===== src/rtl/dpsc_pkg.sv =====
// Shared types, constants and the duty table for the dual pulse sound channels.
`timescale 1ns / 1ps

package dpsc_pkg;

    localparam int CMD_QUEUE_DEPTH = 2;
    localparam int RES_QUEUE_DEPTH = 2;

    localparam int STEP_W = 21;
    localparam logic [STEP_W-1:0] FULL_SCALE = 21'd1048576;
    localparam logic [STEP_W-1:0] STEP_RESET = 21'd44100;
    localparam logic [10:0] PERIOD_MAX = 11'h7FF;
    localparam logic [7:0] DAC_MASK = 8'b1111_1000;
    localparam logic [6:0] LENGTH_FULL = 7'd64;

    localparam logic [5:0] OFF_CTRL = 6'h26;

    localparam logic [1:0] IDX_LEN = 2'd0;
    localparam logic [1:0] IDX_ENV = 2'd1;
    localparam logic [1:0] IDX_LO = 2'd2;
    localparam logic [1:0] IDX_HI = 2'd3;

    // Bit n of a row is the output at duty position n.
    localparam logic [3:0][7:0] DUTY_TABLE = {
        8'b1000_0001,
        8'b0001_1110,
        8'b0111_1110,
        8'b0111_1111
    };

    typedef enum logic [1:0] {
        CMD_TICK,
        CMD_CHAN_WR,
        CMD_CTRL_WR,
        CMD_NOP
    } cmd_kind_t;

    typedef struct packed {
        logic       action;
        logic [5:0] reg_offset;
        logic [7:0] write_data;
        logic       frame_step;
    } in_item_t;

    typedef struct packed {
        logic       sample_valid;
        logic [6:0] sample;
        logic       ch1_active;
        logic       ch2_active;
        logic       master_on;
    } out_item_t;

    typedef struct packed {
        cmd_kind_t  kind;
        logic       chan;
        logic [1:0] idx;
        logic [7:0] data;
        logic       frame;
    } cmd_t;

endpackage


===== src/rtl/dpsc_fifo.sv =====
// Small generic request queue built from flip-flops.
`timescale 1ns / 1ps

module dpsc_fifo #(
    parameter int WIDTH = 8,
    parameter int DEPTH = 2
) (
    input  logic             clk,
    input  logic             rst_n,
    input  logic             push,
    input  logic [WIDTH-1:0] wdata,
    output logic             full,
    input  logic             pop,
    output logic [WIDTH-1:0] rdata,
    output logic             empty
);

    localparam int PTR_W = (DEPTH > 1) ? $clog2(DEPTH) : 1;
    localparam int CNT_W = $clog2(DEPTH + 1);

    logic [DEPTH-1:0][WIDTH-1:0] mem_reg;
    logic [PTR_W-1:0] wr_ptr_reg, wr_ptr_next;
    logic [PTR_W-1:0] rd_ptr_reg, rd_ptr_next;
    logic [CNT_W-1:0] count_reg, count_next;
    logic do_push, do_pop;

    assign full = (count_reg == CNT_W'(DEPTH));
    assign empty = (count_reg == '0);
    assign do_push = push && !full;
    assign do_pop = pop && !empty;
    assign rdata = mem_reg[rd_ptr_reg];

    always_comb
    begin
        wr_ptr_next = wr_ptr_reg;
        rd_ptr_next = rd_ptr_reg;
        count_next = count_reg;
        if (do_push)
        begin
            wr_ptr_next = (wr_ptr_reg == PTR_W'(DEPTH - 1)) ? '0 : wr_ptr_reg + 1'b1;
        end
        if (do_pop)
        begin
            rd_ptr_next = (rd_ptr_reg == PTR_W'(DEPTH - 1)) ? '0 : rd_ptr_reg + 1'b1;
        end
        if (do_push && !do_pop)
        begin
            count_next = count_reg + 1'b1;
        end
        else if (do_pop && !do_push)
        begin
            count_next = count_reg - 1'b1;
        end
    end

    always_ff @(posedge clk or negedge rst_n)
    begin
        if (!rst_n)
        begin
            wr_ptr_reg <= '0;
            rd_ptr_reg <= '0;
            count_reg <= '0;
        end
        else
        begin
            wr_ptr_reg <= wr_ptr_next;
            rd_ptr_reg <= rd_ptr_next;
            count_reg <= count_next;
        end
    end

    always_ff @(posedge clk)
    begin
        if (do_push)
        begin
            mem_reg[wr_ptr_reg] <= wdata;
        end
    end

endmodule


===== src/rtl/dpsc_front.sv =====
// Front end: decodes each request into a command and queues it for the back end.
`timescale 1ns / 1ps

module dpsc_front #(
    parameter int DEPTH = dpsc_pkg::CMD_QUEUE_DEPTH
) (
    input  logic               clk,
    input  logic               rst_n,
    input  logic               push,
    input  dpsc_pkg::in_item_t in_item,
    output logic               full,
    input  logic               cmd_pop,
    output dpsc_pkg::cmd_t     cmd,
    output logic               cmd_empty
);

    import dpsc_pkg::*;

    cmd_t cmd_in;
    logic [$bits(cmd_t)-1:0] cmd_bits;

    always_comb
    begin
        cmd_in.kind = CMD_NOP;
        cmd_in.chan = 1'b0;
        cmd_in.idx = 2'd0;
        cmd_in.data = in_item.write_data;
        cmd_in.frame = in_item.frame_step;
        if (!in_item.action)
        begin
            cmd_in.kind = CMD_TICK;
        end
        else if (in_item.reg_offset inside {[6'h11:6'h14]})
        begin
            cmd_in.kind = CMD_CHAN_WR;
            cmd_in.chan = 1'b0;
            cmd_in.idx = 2'(in_item.reg_offset - 6'h11);
        end
        else if (in_item.reg_offset inside {[6'h16:6'h19]})
        begin
            cmd_in.kind = CMD_CHAN_WR;
            cmd_in.chan = 1'b1;
            cmd_in.idx = 2'(in_item.reg_offset - 6'h16);
        end
        else if (in_item.reg_offset == OFF_CTRL)
        begin
            cmd_in.kind = CMD_CTRL_WR;
        end
    end

    dpsc_fifo #(
        .WIDTH($bits(cmd_t)),
        .DEPTH(DEPTH)
    ) u_cmd_queue (
        .clk(clk),
        .rst_n(rst_n),
        .push(push),
        .wdata(cmd_in),
        .full(full),
        .pop(cmd_pop),
        .rdata(cmd_bits),
        .empty(cmd_empty)
    );

    assign cmd = cmd_t'(cmd_bits);

endmodule


===== src/rtl/dpsc_back.sv =====
// Back end: channel state, mixer and sample accumulator, one command per cycle while the result queue has room.
`timescale 1ns / 1ps

module dpsc_back #(
    parameter int DEPTH = dpsc_pkg::RES_QUEUE_DEPTH
) (
    input  logic                clk,
    input  logic                rst_n,
    input  logic                cfg_we,
    input  logic [20:0]         cfg_data,
    input  dpsc_pkg::cmd_t      cmd,
    input  logic                cmd_empty,
    output logic                cmd_pop,
    output dpsc_pkg::out_item_t out_item,
    output logic                empty,
    input  logic                pop
);

    import dpsc_pkg::*;

    logic [STEP_W-1:0] step_reg;
    logic [1:0][3:0][7:0] regs_reg, regs_next;
    logic [1:0] en_reg, en_next;
    logic master_reg, master_next;
    logic [1:0] trig_reg, trig_next;
    logic [1:0][10:0] period_reg, period_next;
    logic [1:0][2:0] duty_reg, duty_next;
    logic [1:0][3:0] vol_reg, vol_next;
    logic [1:0][2:0] envc_reg, envc_next;
    logic [1:0][6:0] len_reg, len_next;
    logic [2:0] frame_reg, frame_next;
    logic [STEP_W-1:0] accum_reg, accum_next;

    logic res_full;
    logic exec;
    out_item_t res;
    logic [$bits(out_item_t)-1:0] res_bits;

    assign exec = !cmd_empty && !res_full;
    assign cmd_pop = exec;

    always_comb
    begin : exec_logic
        logic [STEP_W-1:0] step;
        logic [STEP_W:0] sum;
        logic [3:0] lvl0, lvl1;
        logic [4:0] mix;
        logic [7:0] env_r, hi_r, len_r;
        logic skip_env;

        regs_next = regs_reg;
        en_next = en_reg;
        master_next = master_reg;
        trig_next = trig_reg;
        period_next = period_reg;
        duty_next = duty_reg;
        vol_next = vol_reg;
        envc_next = envc_reg;
        len_next = len_reg;
        frame_next = frame_reg;
        accum_next = accum_reg;
        res = '0;
        env_r = '0;
        hi_r = '0;
        len_r = '0;
        skip_env = 1'b0;

        step = (step_reg > FULL_SCALE) ? FULL_SCALE : step_reg;
        sum = {1'b0, accum_reg} + {1'b0, step};
        lvl0 = (en_reg[0] && DUTY_TABLE[regs_reg[0][IDX_LEN][7:6]][duty_reg[0]]) ?
               vol_reg[0] : 4'd0;
        lvl1 = (en_reg[1] && DUTY_TABLE[regs_reg[1][IDX_LEN][7:6]][duty_reg[1]]) ?
               vol_reg[1] : 4'd0;
        mix = {1'b0, lvl0} + {1'b0, lvl1};

        case (cmd.kind)
            CMD_TICK:
            begin
                if (sum >= {1'b0, FULL_SCALE})
                begin
                    res.sample_valid = 1'b1;
                    res.sample = {mix, 2'b00};
                    sum = sum - {1'b0, FULL_SCALE};
                end
                accum_next = sum[STEP_W-1:0];
                if (cmd.frame)
                begin
                    frame_next = frame_reg + 3'd1;
                end
                if (master_reg)
                begin
                    for (int c = 0; c < 2; c++)
                    begin
                        len_r = regs_reg[c][IDX_LEN];
                        env_r = regs_reg[c][IDX_ENV];
                        hi_r = regs_reg[c][IDX_HI];
                        skip_env = 1'b0;
                        if (trig_reg[c])
                        begin
                            trig_next[c] = 1'b0;
                            en_next[c] = 1'b1;
                            if (len_reg[c] == 7'd0)
                            begin
                                len_next[c] = LENGTH_FULL - {1'b0, len_r[5:0]};
                            end
                            period_next[c] = {hi_r[2:0], regs_reg[c][IDX_LO]};
                            envc_next[c] = env_r[2:0];
                            vol_next[c] = env_r[7:4];
                        end
                        if ((env_r & DAC_MASK) == 8'd0)
                        begin
                            en_next[c] = 1'b0;
                        end
                        if (en_next[c])
                        begin
                            if (period_next[c] == PERIOD_MAX)
                            begin
                                period_next[c] = {hi_r[2:0], regs_reg[c][IDX_LO]};
                                duty_next[c] = duty_next[c] + 3'd1;
                            end
                            else
                            begin
                                period_next[c] = period_next[c] + 11'd1;
                            end
                            if (cmd.frame)
                            begin
                                if (!frame_next[0] && len_next[c] != 7'd0 && hi_r[6])
                                begin
                                    len_next[c] = len_next[c] - 7'd1;
                                    if (len_next[c] == 7'd0)
                                    begin
                                        en_next[c] = 1'b0;
                                        skip_env = 1'b1;
                                    end
                                end
                                if (!skip_env && frame_next == 3'd0 && env_r[2:0] != 3'd0)
                                begin
                                    envc_next[c] = envc_next[c] - 3'd1;
                                    if (envc_next[c] == 3'd0)
                                    begin
                                        envc_next[c] = env_r[2:0];
                                        if (env_r[3])
                                        begin
                                            if (vol_next[c] != 4'd15)
                                            begin
                                                vol_next[c] = vol_next[c] + 4'd1;
                                            end
                                        end
                                        else if (vol_next[c] != 4'd0)
                                        begin
                                            vol_next[c] = vol_next[c] - 4'd1;
                                        end
                                    end
                                end
                            end
                        end
                    end
                end
            end
            CMD_CHAN_WR:
            begin
                regs_next[cmd.chan][cmd.idx] = cmd.data;
                if (cmd.idx == IDX_HI && cmd.data[7])
                begin
                    trig_next[cmd.chan] = 1'b1;
                end
            end
            CMD_CTRL_WR:
            begin
                master_next = cmd.data[7];
            end
            default:
            begin
            end
        endcase

        res.ch1_active = en_next[0];
        res.ch2_active = en_next[1];
        res.master_on = master_next;
    end

    always_ff @(posedge clk or negedge rst_n)
    begin
        if (!rst_n)
        begin
            step_reg <= STEP_RESET;
            regs_reg <= '0;
            en_reg <= '0;
            master_reg <= 1'b0;
            trig_reg <= '0;
            period_reg <= '0;
            duty_reg <= '0;
            vol_reg <= '0;
            envc_reg <= '0;
            len_reg <= '0;
            frame_reg <= '0;
            accum_reg <= '0;
        end
        else
        begin
            if (cfg_we)
            begin
                step_reg <= cfg_data;
            end
            if (exec)
            begin
                regs_reg <= regs_next;
                en_reg <= en_next;
                master_reg <= master_next;
                trig_reg <= trig_next;
                period_reg <= period_next;
                duty_reg <= duty_next;
                vol_reg <= vol_next;
                envc_reg <= envc_next;
                len_reg <= len_next;
                frame_reg <= frame_next;
                accum_reg <= accum_next;
            end
        end
    end

    dpsc_fifo #(
        .WIDTH($bits(out_item_t)),
        .DEPTH(DEPTH)
    ) u_res_queue (
        .clk(clk),
        .rst_n(rst_n),
        .push(exec),
        .wdata(res),
        .full(res_full),
        .pop(pop),
        .rdata(res_bits),
        .empty(empty)
    );

    assign out_item = out_item_t'(res_bits);

endmodule


===== src/rtl/dual_pulse_sound_channels.sv =====
// Top level of the dual pulse sound channels with mixer.
`timescale 1ns / 1ps

// Every request is either a sound register write or one machine tick, and each
// one gives exactly one result in order. The block takes one request per clock
// cycle while its queues have room; a request is registered in the command queue
// and its result in the result queue before it can be popped. The rate is set by
// the back end, which carries out the full update of both channels, the mixer and
// the sample accumulator for one request combinationally. The front end decodes
// register offsets into a short queue, and results wait in a second queue.
// Write sample_step through cfg_we and cfg_data only while the block is idle.

module dual_pulse_sound_channels #(
    parameter int CMD_DEPTH = dpsc_pkg::CMD_QUEUE_DEPTH,
    parameter int RES_DEPTH = dpsc_pkg::RES_QUEUE_DEPTH
) (
    input  logic                clk,
    input  logic                rst_n,
    input  logic                push,
    input  dpsc_pkg::in_item_t  in_item,
    output logic                full,
    output dpsc_pkg::out_item_t out_item,
    output logic                empty,
    input  logic                pop,
    input  logic                cfg_we,
    input  logic [20:0]         cfg_data
);

    import dpsc_pkg::*;

    cmd_t cmd;
    logic cmd_empty;
    logic cmd_pop;

    dpsc_front #(
        .DEPTH(CMD_DEPTH)
    ) u_front (
        .clk(clk),
        .rst_n(rst_n),
        .push(push),
        .in_item(in_item),
        .full(full),
        .cmd_pop(cmd_pop),
        .cmd(cmd),
        .cmd_empty(cmd_empty)
    );

    dpsc_back #(
        .DEPTH(RES_DEPTH)
    ) u_back (
        .clk(clk),
        .rst_n(rst_n),
        .cfg_we(cfg_we),
        .cfg_data(cfg_data),
        .cmd(cmd),
        .cmd_empty(cmd_empty),
        .cmd_pop(cmd_pop),
        .out_item(out_item),
        .empty(empty),
        .pop(pop)
    );

endmodule


===== config.mk =====
export PLATFORM = sky130hd
export DESIGN_NAME = dual_pulse_sound_channels
export DESIGN_NICKNAME = d
export VERILOG_FILES = /design/src/rtl/dpsc_pkg.sv /design/src/rtl/dpsc_fifo.sv /design/src/rtl/dpsc_front.sv /design/src/rtl/dpsc_back.sv /design/src/rtl/dual_pulse_sound_channels.sv
export SDC_FILE = /design/constraint.sdc
export NUM_CORES = 1
export LEC_CHECK = 0
export ABC_AREA = 1
export BUFFER_PORTS_ARGS = -buffer_cell sky130_fd_sc_hd__buf_2
export CAP_MARGIN = 20
export CORE_ASPECT_RATIO = 1.75
export CORE_MARGIN = 10
export CORE_UTILIZATION = 58
export CTS_BUF_LIST = sky130_fd_sc_hd__clkbuf_8
export DETAILED_ROUTE_END_ITERATION = 10
export GPL_TIMING_DRIVEN = 0
export HOLD_SLACK_MARGIN = 0.02
export PLACE_DENSITY = 0.9
export SLEW_MARGIN = 20
export SYNTH_ARGS = -nofsm -noshare
export SYNTH_HDL_FRONTEND = slang
export SYNTH_HIERARCHICAL = 1
export SYNTH_SLANG_ARGS = --single-unit

===== constraint.sdc =====
create_clock -name clk -period 3.2 [get_ports clk]
set_input_delay 0.64 -clock clk [delete_from_list [all_inputs] [get_ports clk]]
set_output_delay 0.64 -clock clk [all_outputs]
set_load 0.03 [all_outputs]

-- Word-level counts from Yosys, hierarchy flattened
Index checks and enable logic that the tools add are counted.
- register bits after elaboration: 228
- input port bits: 42
- output and inout bits: 13
- logic and storage cells: 298
- add/sub/neg operators: 28
- $lt $le $gt $ge: 20
- eq/ne operators: 12
- mux-type cells: 139
- bitwise logic cells: 1
- reduce and logical (&&, ||, !) cells: 64
- operator list (operator ; count):
    11-bit 2-to-1 mux ; 13
    7-bit 2-to-1 mux ; 14
    4-bit 2-to-1 mux ; 22
    64-bit bitwise mux ; 1
    3-bit 2-to-1 mux ; 18
    14-bit 2-to-1 mux ; 3
    21-bit 2-to-1 mux ; 2
    8-bit 2-to-1 mux ; 5
    1-bit 2-to-1 mux ; 37
    8-bit binary-select mux with 2-bit select ; 2
    32-bit demux with 1-bit select ; 1
    32-bit 2-to-1 mux ; 1
    28-bit bitwise mux ; 1
    7-bit logical NOT ; 4
    1-bit logical AND ; 26
    11-bit by 1-bit adder with 11-bit output, second input constant ; 2
    21-bit by 21-bit adder with 22-bit output ; 1
    22-bit bitwise mux ; 1
    11-bit equality test, second input constant ; 2
    22-bit by 21-bit >= comparator with 1-bit output, second input constant ; 1
    21-bit > comparator, second input constant ; 1
    21-bit subtractor, second input constant ; 1
    2-bit 2-to-1 mux ; 10
    8-bit demux with 2-bit select ; 1
    42 further kinds ; 94

-- Depth between registers and ports, before layout
Gate-level depths: netlist of the first run.
- depth in word-level cells: 19
- mapped depth: 26
- gate-level depth less buffers: 25

-- Hierarchy
The synthesis of the first run kept the hierarchy.
- modules (own cells, without submodules) (module ; times used ; cells an instance ; area each (um2) ; seq. area each (um2)):
    dpsc_back ; 1 ; 1391 ; 10322.4 ; 4061.4
    dpsc_fifo at u_front.u_cmd_queue ; 1 ; 105 ; 1255.0 ; 940.9
    dpsc_fifo at u_back.u_res_queue ; 1 ; 89 ; 1028.5 ; 760.7
    dpsc_front ; 1 ; 38 ; 209.0 ; 0.0

-- Worst setup path after synthesis of the first run
OpenSTA, ideal clock, no wires.
- kind: flip-flop to flip-flop
- start point: register u_back.step_reg[12]
- end point: register u_back/u_res_queue/mem_reg[10] in the netlist's numbering (data pin)
- library setup time: 260 ps
- arrival: 3153 ps
- required time: 2940 ps
- slack: -213 ps
- cell stages (with the launch flop): 24
- path buffers: 1
- period minus slack after synthesis: 3413 ps
- cells stage by stage: dfrtp_1 nor4_1 nand4_1 o41ai_1 inv_1 clkbuf_1 nor2_1 ha_1 inv_1 fa_1 inv_1 nand3_1 nand2_1 a21oi_1 o21bai_1 nand2_1 nand2_1 a21oi_1 inv_1 nand2_1 nand3_1 nand3b_1 nand2_1 inv_1
- RTL lines (element ; RTL line ; text):
    from (decl) ; dpsc_back.sv:21 ; logic [STEP_W-1:0] step_reg;
    from (signal assigned) ; dpsc_back.sv:203 ; step_reg <= cfg_data;
    to (signal, indexed assignment) ; dpsc_fifo.sv:76 ; mem_reg[wr_ptr_reg] <= wdata;
    to (decl) ; dpsc_fifo.sv:21 ; logic [DEPTH-1:0][WIDTH-1:0] mem_reg;

==> metrics, run 1 <==
status finished, violations left; failing checks setup timing; Sink Count 220; Fin. Hold Viols 0; Die Wd 132 um; largest net degree at the start of global routing 87; Initial Util 0.591; Via Count 12.1k; GRT Total Usage 0.239; H-tree levels 2; Avg WL per Cell 17.9 um; Required @ worst endpoint 3580 ps; io pins 55; Tmin final 3830 ps; max capacitance violation total 0; Pleak 7.10 nW; # fillers 1582; cts hold-fix bufs 0; Critical Path AT 4210 ps; Power Dens Cells 1010 nW/um^2; initial antenna violation count 0; final slew viol count 0; Reg-to-Reg End u_back/u_res_queue/mem_reg[18]; row count 71; number of DRC markers in iteration 0 1125; Synth top cells by count 439 x nand2_1, 187 x o21ai_0, 186 x inv_1; Tot Pwr 14.9 mW; Final Cell Area 14800 um^2; CTS tree done; Seq cells post-synth 220; Mapped Avg Cell Area 7.90 um^2; post-synth cell types 57; Layout Nets 1846; Synth area leaders dfrtp_1 32%, nand2_1 13%, edfxtp_1 12%, o21ai_0 7.3%, inv_1 5.4%; critical path endpoint category register; number of flip-flops in the largest register 56; antenna fix cells 0; fraction of layout cells with a size suffix above 1 0.165; worst r2r path cells 19; port bufs 54; ys flop type dfrtp_1; reg2reg setup slack -630 ps; actual slew at the worst max-slew pin 978 ps; reg2reg start u_back/step_reg[15]; CORE AREA 21700 um^2; CP Launch Type register; vias per cell 5.88; unrepaired setup endpoints after global routing yes; vias in the first global route 12.1k; Rel. slew slack 0.346; Max FO, Critical Path 7; # DRC 0; top-count cell post-synth nand2_1; Clock Pin Slew Worst Setup and Hold Paths 70 ps; Die Area 28700 um^2; fmax 0.261 GHz; Root Driver clkbuf_8; area delta synth->final 15.4%; Area after DPL 13500 um^2; Worst Slack Setup Final -631 ps; post-synth top area cell dfrtp_1; Detailed Place HPWL 24200 um; Syn Inst Count 1623; area of the mapped netlist 12800 um^2; clk buf depth 3; Tcrit/Tclk final 1.20; Chip Height 217 um; async set-or-reset flop fraction in the synthesized netlist 0.773; post-synth top area share 0.320; Post-synth EDFFs 50; Clk Latency, worst-skew pair 530 ps; kind of critical path reg -> reg; gr ovfl total 0; Initial DRT Pass Iterations 6; Total Routed Length 36900 um; CTS Buf Count 34; setup violators final 20; global-route wire length before repair 56900 um; skew final 21.8 ps; Seq/Total Area, Yosys 0.450; Hold Crit Class in -> async; post-route ant nets 0; yosys warns 6; maximum vdd drop 0.684 mV; Placer Congestion 0.914
worst max path at each step:
stage,startpoint,to,slack [ps],depth (start not counted)
2_1_floorplan,u_back/step_reg[19],u_back/u_res_queue/mem_reg[19],-30,23
3_3_place_gp,rst_n,u_back/len_reg[10],-1150,1
3_5_place_dp,u_back/step_reg[19],u_back/u_res_queue/mem_reg[8],-740,22
4_1_cts,u_back/step_reg[5],u_back/u_res_queue/mem_reg[20],-450,25
5_1_grt,u_back/step_reg[16],u_back/u_res_queue/mem_reg[16],-820,19
6_report,u_back/step_reg[15],u_back/u_res_queue/mem_reg[18],-630,19
cells in the final DEF (no fill, tap or decap), types with 19 or more instances in the layout:
master / Yosys / routed
nor2_1: 132 / 111
xnor2_1: 25 / 25
nor2_4: 7 / 19
a21oi_1: 61 / 50
ha_1: 55 / 47
o21ai_0: 187 / 178
o21ai_1: 12 / 19
buf_2: 6 / 59
edfxtp_1: 50 / 50
dfrtp_1: 164 / 163
nor2_2: 11 / 20
nand2_1: 439 / 433
inv_1: 186 / 185
xor2_1: 27 / 27
buf_4: 4 / 34
nand3_1: 75 / 73
inv_2: 15 / 23
clkbuf_8: 0 / 41
worst max-delay path, cell delays in order (launching register included):
cell      delay [ps]
dfstp_2          380
nor4_2           310
nand4_1          200
o41ai_2          240
inv_1            130
buf_8            150
buf_12           140
nor2_1           230
ha_1             270
nand2_1           90
inv_1            100
nand3_1          140
nor3_2           200
nand4_1          170
nand3_1          190
nand3_1           90
nand2_1          100
nand3b_1         220
nand2_4          170
nor2_2           140
cell families after synthesis:
| kind of cell | Yosys count | share of synthesized area |
|---|---|---|
| buffers and inverters | 239 | 0.0729 |
| XOR/XNOR | 52 | 0.0355 |
| multiplexers | 10 | 0.00791 |
| AND/OR/NAND/NOR | 732 | 0.245 |
| flip-flops | 220 | 0.450 |
| adder cells (fa/ha/maj) | 57 | 0.0568 |
| AO/OA/AOI/OAI | 312 | 0.132 |
| other | 1 | 0.000293 |
per-layer routing:
metal	up-vias	part of all wire	GRT usage
li1	5553	-	-
met2	651	0.52	0.438
met4	0	0.089	0.186
met3	250	0.067	0.0405
met5	-	0	0
met1	5683	0.33	0.232
what timing repair did:
| action | in CTS | in global routing |
|---|---|---|
| endpoints found under the hold margin | 0 | 0 |
| pin swaps | 18 | 20 |
| resized for setup | 45 | 61 |
| gates cloned | 0 | 0 |
| endpoints found under the setup margin | 44 | 78 |
| setup buffers | 21 | 10 |
report_power, final:
| part | switching, mW | internal [mW] | leakage [nW] |
|---|---|---|---|
| Sequential | 0.719 | 4.00 | 2.62 |
| Combinational | 5.16 | 2.53 | 4.09 |
| Clock | 1.14 | 1.32 | 0.387 |
stage by stage:
step | cells | TNS [ps] | util | setup slack, ps | hold slack (ps)
after floorplan | 1626 | -286 | - | -25.3 | 344
after global placement | 1972 | -195020 | 0.622 | -1150 | 457
after detailed placement | 1973 | -11650 | 0.624 | -743 | 465
after CTS | 2055 | -6150 | 0.670 | -453 | 110
after global routing | 2064 | -12300 | 0.682 | -820 | 121
final | 2064 | -8830 | 0.682 | -631 | 89.4
area by class of cell:
| class | count | area, um^2 | share of cell area |
|---|---|---|---|
| Buffer | 37 | 209 | 0.0141 |
| Tap cell | 292 | 365 | 0.0247 |
| Sequential cell | 220 | 5760 | 0.390 |
| Inverter | 201 | 754 | 0.0510 |
| Timing Repair Buffer | 86 | 553 | 0.0374 |
| Clock buffer | 40 | 551 | 0.0372 |
| Multi-Input combinational cell | 1167 | 6430 | 0.435 |
| Clock inverter | 21 | 155 | 0.0105 |
(Power assumes the default switching activity.)
==> run 2, diff against run 1 <==
CELL_PAD_IN_SITES_DETAIL_PLACEMENT = 1   (was unset)
CELL_PAD_IN_SITES_GLOBAL_PLACEMENT = 1   (was unset)
CORE_UTILIZATION = 44   (was 58)
==> run 2 against run 1 <==
The run still ends with setup timing left. Hold slack got worse by 50 ps. Maximum frequency decreased by 11%. Utilization decreased by 15 points. Die area increased by 28%. Sequential cell count unchanged. Highest routed layer unchanged. Total power increased by 7.8%. Critical endpoint is now u_back/u_res_queue/mem_reg[19]. Sequential power increased by 3%. Setup slack got worse by 460 ps.
==> metrics, run 2 (synthesis gave the netlist of run 1 again) <==
Avg WL per Cell 23.9 um; Rel. slew slack 0.362; Required @ worst endpoint 3520 ps; Detailed Place HPWL 30300 um; Final Core Density 0.527; commonest cells after routing, fill and taps aside 428 x nand2_1, 192 x inv_1, 176 x o21ai_0; Crit. Startpoint u_back/step_reg[4]; fmax 0.233 GHz; Critical Path AT 4600 ps; Fin. Hold Viols 0; number of flip-flops in the largest register 56; gr ovfl total 0; Area after DPL 13600 um^2; critical path endpoint category register; cts hold-fix bufs 0; vias in the first global route 13.8k; CORE AREA 28700 um^2; Initial DRT Pass Iterations 5; Die Wd 149 um; post-route ant nets 0; row count 82; Tmin final 4290 ps; Final Cell Area 15200 um^2; port bufs 54; placed insts 2059; area delta synth->final 18.2%; Chip Height 246 um; dpl ws -863 ps; global-route wire length before repair 71700 um; Layout Nets 1847; initial antenna violation count 1; kind of critical path reg -> reg; # DRC 0; CP Launch Type register; Placer Congestion 0.957; Pleak 7.18 nW; Max FO, Critical Path 9; Sink Count 220; Worst Slack Setup Final -1090 ps; GRT Total Usage 0.247; actual slew at the worst max-slew pin 954 ps; Tcrit/Tclk final 1.34; Power Dens Cells 1060 nW/um^2; H-tree levels 2; reg2reg start u_back/step_reg[4]; vias per cell 5.97; skew final 34.1 ps; final slew viol count 0; setup violators final 34; max capacitance violation total 0; unrepaired setup endpoints after global routing yes; Initial Util 0.446; worst hold slack 39.2 ps; Clk Latency, worst-skew pair 590 ps; CTS tree done; Die Area 36600 um^2; status finished, violations left; Root Driver clkbuf_8; CTS Buf Count 35; Hold Crit Class in -> async; Clock Pin Slew Worst Setup and Hold Paths 80 ps; setup_tns -22550 ps; Via Count 12.9k; fraction of layout cells with a size suffix above 1 0.178; maximum vdd drop 0.505 mV; number of DRC markers in iteration 0 806; clk buf depth 3; io pins 55; largest net degree at the start of global routing 97; Tot Pwr 16.0 mW; failing checks setup timing; most common cell after layout, fill and taps aside nand2_1; Total Routed Length 51600 um; non-filler cells, final 2154
## run 2: cell count changes in the layout (fill, tap and decap cells not counted), moves of 3 or more
| cell | before | now |
|---|---|---|
| ha_1 | 47 | 44 |
| clkinv_1 | 3 | 0 |
| a21oi_1 | 50 | 47 |
| nand2_2 | 10 | 13 |
| ha_4 | 4 | 9 |
| inv_1 | 185 | 192 |
| nand3_1 | 73 | 69 |
| nand3_2 | 7 | 11 |
| nor2_4 | 19 | 22 |
| nand2_1 | 433 | 428 |
| nor2_1 | 111 | 107 |
## run 2: layout make-up
cell class | count | area (um^2)
fillers | 3556 | 13600
multi-input cells | 1167 | 6670
flip-flops and latches | 220 | 5760
inverters | 201 | 757
clock buffers | 41 | 564
repair buffers | 85 | 546
well taps | 378 | 473
plain buffers | 38 | 213
clock inverters | 22 | 161
diodes | 2 | 5.00
## run 2: where the power goes
group | internal, mW | switching (mW) | leakage, nW
registers | 4.00 | 0.837 | 2.62
clock network | 1.35 | 1.28 | 0.423
logic | 2.64 | 5.91 | 4.14
total | 8.00 | 8.03 | 7.18
## run 2: worst paths after layout
kind | to | slack (ps) | cells past startpoint
max | u_back/u_res_queue/mem_reg[19] | -1090 | 19
min | u_back/step_reg[3] | 40 | 1
max reg2reg | u_back/u_res_queue/mem_reg[19] | -1090 | 19
min reg2reg | u_back/envc_reg[3] | 490 | 2
max in group asynchronous | u_back/len_reg[5] | 2180 | 2
min in group clk | u_front/u_cmd_queue/mem_reg[20] | 250 | 1
## run 2: repair_timing
item                                    4_1_cts  5_1_grt
pin swaps                                     5       14
gates resized for setup                      64       79
setup buffers                                12       19
endpoints found under the setup margin       80       83
## run 2: layer usage
metal  share of wire  up-vias  global-route usage
met4           0.098        0               0.213
met1            0.32     6368               0.224
met3           0.056      314              0.0376
li1                -     5549                   -
met2            0.53      632               0.462
met5               0        -                   0
## run 2: worst max-delay path, cell delays in order, from the launching register on
cell and delay, ps:
dfrtp_1 380, inv_1 130, nand4_1 120, nor3_2 200, nand4_1 180, o41ai_2 420, inv_1 180, clkbuf_8 190
buf_4 200, nor2_2 290, ha_1 350, a21oi_1 190, o21ai_0 130, a21oi_1 240, nand3_2 150, nand3_1 100
nand2_1 100, nand3b_1 220, nand2_4 180, nor2_2 70
